File: src/rtl/core/npt_pkg.sv
// ----------------------------------------------------------------------------
// npt_pkg
// Shared types and constants for the nearest point table.
// ----------------------------------------------------------------------------
package npt_pkg;

    localparam int DEF_MAX_POINTS = 512;

    localparam int COORD_W   = 16;
    localparam int LABEL_W   = 8;
    localparam int IDX_OUT_W = 9;
    localparam int CNT_OUT_W = 10;
    localparam int DIST_W    = 2 * COORD_W + 1;

    typedef enum logic [1:0] {
        CMD_CLEAR   = 2'd0,
        CMD_INSERT  = 2'd1,
        CMD_INHERIT = 2'd2,
        CMD_QUERY   = 2'd3
    } t_cmd;

    typedef enum logic [1:0] {
        STAT_OK    = 2'd0,
        STAT_EMPTY = 2'd1,
        STAT_FULL  = 2'd2
    } t_status;

    typedef enum logic [2:0] {
        S_IDLE,
        S_DECODE,
        S_SCAN,
        S_DRAIN,
        S_FINISH
    } t_state;

    typedef struct packed {
        logic [COORD_W-1:0] x;
        logic [COORD_W-1:0] y;
        logic [LABEL_W-1:0] label;
    } t_entry;

    // controller to datapath
    typedef struct packed {
        logic capture;
        logic scan_step;
        logic commit;
    } t_dp_cmd;

    // datapath to controller
    typedef struct packed {
        logic need_scan;
        logic last_issue;
        logic pipe_busy;
        logic out_free;
    } t_dp_stat;

endpackage

File: src/rtl/core/npt_ctrl.sv
// ----------------------------------------------------------------------------
// npt_ctrl
// Sequencer: takes a request, runs the table scan when needed, then commits the result.
// ----------------------------------------------------------------------------
module npt_ctrl (
    input  logic               i_clk,
    input  logic               i_rst_n,
    input  logic               i_in_valid,
    output logic               o_in_stall,
    input  npt_pkg::t_dp_stat  i_stat,
    output npt_pkg::t_dp_cmd   o_cmd
);
    import npt_pkg::*;

    t_state r_state;
    t_state n_state;

    always_ff @(posedge i_clk) begin
        if (!i_rst_n) begin
            r_state <= S_IDLE;
        end else begin
            r_state <= n_state;
        end
    end

    always_comb begin
        n_state = r_state;
        unique case (r_state)
            S_IDLE: begin
                if (i_in_valid) n_state = S_DECODE;
            end
            S_DECODE: begin
                n_state = i_stat.need_scan ? S_SCAN : S_FINISH;
            end
            S_SCAN: begin
                if (i_stat.last_issue) n_state = S_DRAIN;
            end
            S_DRAIN: begin
                if (!i_stat.pipe_busy) n_state = S_FINISH;
            end
            S_FINISH: begin
                if (i_stat.out_free) n_state = S_IDLE;
            end
            default: n_state = S_IDLE;
        endcase
    end

    always_comb begin
        o_in_stall      = (r_state != S_IDLE);
        o_cmd.capture   = (r_state == S_IDLE) && i_in_valid;
        o_cmd.scan_step = (r_state == S_SCAN);
        o_cmd.commit    = (r_state == S_FINISH) && i_stat.out_free;
    end

endmodule

File: config.mk
export PLATFORM = sky130hd
export DESIGN_NAME = npt_ctrl
export DESIGN_NICKNAME = d
export VERILOG_FILES = /design/src/rtl/core/npt_pkg.sv /design/src/rtl/core/npt_ctrl.sv
export SDC_FILE = /design/constraint.sdc
export NUM_CORES = 1
export LEC_CHECK = 0
export BUFFER_PORTS_ARGS = -buffer_cell sky130_fd_sc_hd__buf_2
export CORE_AREA = 2 2 39 41
export CTS_BUF_LIST = sky130_fd_sc_hd__clkbuf_4 sky130_fd_sc_hd__clkbuf_8
export DETAILED_ROUTE_END_ITERATION = 6
export DIE_AREA = 0 0 41 43
export GPL_TIMING_DRIVEN = 0
export PLACE_DENSITY_LB_ADDON = 0.05
export REMOVE_ABC_BUFFERS = 1
export SETUP_SLACK_MARGIN = 0.4
export SLEW_MARGIN = 40
export SYNTH_ARGS = -nofsm -noshare
export SYNTH_HDL_FRONTEND = slang
export SYNTH_SLANG_ARGS = --single-unit
File: constraint.sdc
create_clock -name i_clk -period 1.13 [get_ports i_clk]
set_input_delay 0.1695 -clock i_clk [delete_from_list [all_inputs] [get_ports i_clk]]
set_output_delay 0.1695 -clock i_clk [all_outputs]
set_load 0.01 [all_outputs]
# ---- Word level (Yosys, flattened, before mapping)
# Cells that the tools add are included.
dict set report word_totals {
  reg_bits 3
  out_inout_bits 4
  word_cells 20
  input_bits 7
}
dict set report op_classes {
  reduce_logical 5
  mux 6
  eq_ne 8
}
# op count
set op_table {}
lappend op_table {{$mux W3} 5}
lappend op_table {{$pmux W3 S5} 1}
lappend op_table {{$ne A2 B2 Y1 const B} 4}
lappend op_table {{$eq A3 B2 Y1 const B} 2}
lappend op_table {{$reduce_and A4 Y1} 1}
lappend op_table {{$eq A3 B1 Y1 const B} 1}
lappend op_table {{$eq A3 B3 Y1 const B} 1}
lappend op_table {{$logic_not A3 Y1} 1}
lappend op_table {{$reduce_bool A3 Y1} 1}
lappend op_table {{$logic_and A1 B1 Y1} 2}

# ---- Logic depth before layout (Yosys ltp)
dict set report logic_depth {
  word_depth 3
  depth_mapped 3
  mapped_depth_nobuf 3
}

# ---- Worst setup path after synthesis
# No wires, ideal clock.
dict set report synth_timing {
  path_kind {register to output}
  from {register r_state[0]}
  to {output port o_cmd[2] (netlist name)}
  required_ps 961
  n_path_buf 0
  setup_slack_ps 107
  t_arrival_ps 853
  stages_incl_launch_ff 3
  cell_sequence {dfxtp_1 or3_4 nor2_2}
}
# item line_no
set synth_lines {}
lappend synth_lines {{from (decl)} npt_ctrl.sv:15} ;# t_state r_state;
lappend synth_lines {{from (signal assigned)} npt_ctrl.sv:22} ;# r_state <= n_state;
lappend synth_lines {{to (decl)} npt_ctrl.sv:11} ;# output npt_pkg::t_dp_cmd o_cmd

==> flow_metrics.tcl <==
set metrics [dict create \
    cts-htree-levels 1 \
    reg2reg_slack_ps 130 \
    min_period_ps 1300 \
    clk_latency_ps 240 \
    maxCapViolCount 0 \
    ios 11 \
    largest_register_ff_count 3 \
    global_route.overflow_total 0 \
    slowest_delay_ps 370 \
    grt_pass1_vias 226 \
    yosysMostFrequentCell "nand2_1" \
    path_cells "or3_4 -> nor2_2 -> buf_2" \
    timing.final.crit_share_pct 115 \
    dp.cells 48 \
    violations "negative setup slack" \
    crit_path_start_kind "register" \
    synth_area_sq_um 179 \
    synth_cells 22 \
    avgSynthCellArea_sq_um 8.13 \
    fp.coreArea_sq_um 1380 \
    grt_start_max_net_pins 9 \
    max_freq_ghz 0.767 \
    root_buffer "clkbuf_4" \
    preCtsSetupSlack_ps 30.1 \
    syn2layout_area_growth_pct 102 \
    post_drt_wl_per_cell_um 9.51 \
    setup_viol 4 \
    fin_cells 57 \
    die_w_um 41 \
    worstMarginPinSlew_ps 179 \
    dp_hpwl_um 372 \
    whs_ps 210 \
    cts_tree "built" \
    synth_edf_count 0 \
    grt_util_all_layers_pct 7.72 \
    ys_async_sr_fraction_pct 0 \
    start_util_pct 12.9 \
    r2r_cells 4 \
    min_path_cells 3 \
    slew_headroom_pct 88.1 \
    cts-hold-fix-buffers 0 \
    crit_arrival_ps 1140 \
    fill_cells 170 \
    hold_end "r_state[1]$_SDFFE_PN0P_" \
    use_met2_pct 10.9 \
    skew_ps 6.02 \
    drive_gt1_share_pct 75.6 \
    worst_slack_ps -175 \
    synth_cell_types 16 \
    clock_path_buffers 2 \
    cp.required_ps 960 \
    die-area_sq_um 1760 \
    netlist.area_leader.share_pct 33.6 \
    viasPerCell 3.98 \
    ys_warn_count 0 \
    grt_antenna_before_repair 0 \
    grt_pass1_wl_um 814 \
    dieHeight_um 43 \
    cts_buffers 3 \
    drt-total-wl_um 542 \
    leakage_uw 0.000176 \
    place.gp.congestion 0.686 \
    finalMaxSlewViolations 0 \
    p_per_area_nw_per_um2 1370 \
    regMostFlops "r_state" \
    cp_max_fo 3 \
    slowest_stage "or3_4" \
    grt_use_met3_pct 4.71 \
    status "finished, violations left" \
    synthFlopType "dfxtp_1" \
    busiest_layer "met2" \
    drc_errors 0 \
    final_nets 49 \
    clk_pin_slew_worst_paths_ps 40 \
    antenna_left 0 \
    synth.largest_area_cell "dfxtp_1" \
    setup_tns_ps -540 \
    final-hold-violation-count 0 \
    peakVddDrop_uv 385 \
    cts_sinks 3 \
    use_met1_pct 6.71 \
    synth_seq_cells 3 \
    path_class "register to primary output" \
    rows 14 \
    rsz0062_at_grt "yes" \
    synth_common_cells "4 x nand2_1, 3 x dfxtp_1, 2 x inv_1" \
    largestRegisters "r_state: 3 flops" \
    synth_area_leaders "dfxtp_1 34%, nand2_1 8.4%, nor3b_2 7.0%, or3_4 6.3%, o211a_1 5.6%" \
    vias 227 \
    diodes 0 \
    critPathLaunch "r_state[0]$_SDFFE_PN0P_" \
    worstReg2RegStart "r_state[2]$_SDFFE_PN0P_" \
    worstHoldStart "i_rst_n" \
    endpoint_kind "primary output" \
    first_pass_iters 2 \
    io_buffer_count 10 \
    hold_path_class "primary input to register" \
    synth_seq_area_share_pct 33.6 \
    reg2reg_to "r_state[2]$_SDFFE_PN0P_" \
    drt_iter0_drc 2 \
]
-- per-layer routing --
metal,part of all wire (%),up-vias
li1,-,114
met1,41,102
met2,47,9
met3,8.7,2
met4,3.0,0
met5,0,-
-- cells in the final DEF, fill, tap and decap left out --
cell,instances
buf_6,2
nor2_2,1
and3_1,1
nand2_1,4
inv_2,1
or3_4,1
buf_2,10
nor2_4,1
buf_4,3
dfxtp_2,1
dfxtp_4,2
clkbuf_4,4
nand2b_4,1
nand4b_1,1
o31ai_2,1
o211a_1,1
nor3b_2,2
nor2b_1,1
o21ai_1,1
inv_1,1
a21oi_2,1
-- repair_timing --
action	CTS	global route
pin swaps	1	3
resized for setup	8	6
setup buffers	3	2
setup endpoints to repair	7	7
endpoints found under the hold margin	0	0
-- worst max-delay path: cells and delay by family, from the launching register on --
kind / cells / cell delay, ps
AND/OR/NAND/NOR: 2 / 450
flip-flops: 1 / 340
buffers and inverters: 1 / 120
-- logic make-up after synthesis --
group	share of synthesized area, %
simple gates	46.9
compound gates	15.4
flops	33.6
buf+inv	4.20
-- power by group --
| group | switching [uW] | internal, uW |
|---|---|---|
| Clock | 60.8 | 157 |
| Combinational | 65.9 | 83.2 |
| Sequential | 10.5 | 118 |
| Total | 137 | 358 |
-- per-stage QoR --
step / instance area (sq um) / util [%] / power [uW]
finish: 362 / 26.1 / 495
CTS: 323 / 23.3 / 486
detailed placement: 249 / 18.0 / 230
global placement: 249 / 18.0 / 230
global route: 362 / 26.1 / 527
floorplan: 179 / - / 193
-- cell type report --
class	count	area, sq um	share of cell area (%)
sequential	3	68.8	19.0
inverter	2	7.51	2.08
timing repair buffer	15	95.1	26.3
tap	16	20.0	5.54
multi-input combinational	17	140	38.8
clock buffer	4	30.0	8.30
-- worst max-delay path by stage --
stage,end,slack [ps]
final,o_cmd[2],-170
after global routing,o_cmd[2],-210
after CTS,o_cmd[2],-190
after detailed placement,o_cmd[2],30
after floorplan,o_cmd[2],110
after global placement,o_cmd[2],40
Note: power is estimated with default switching activity, not from simulation.
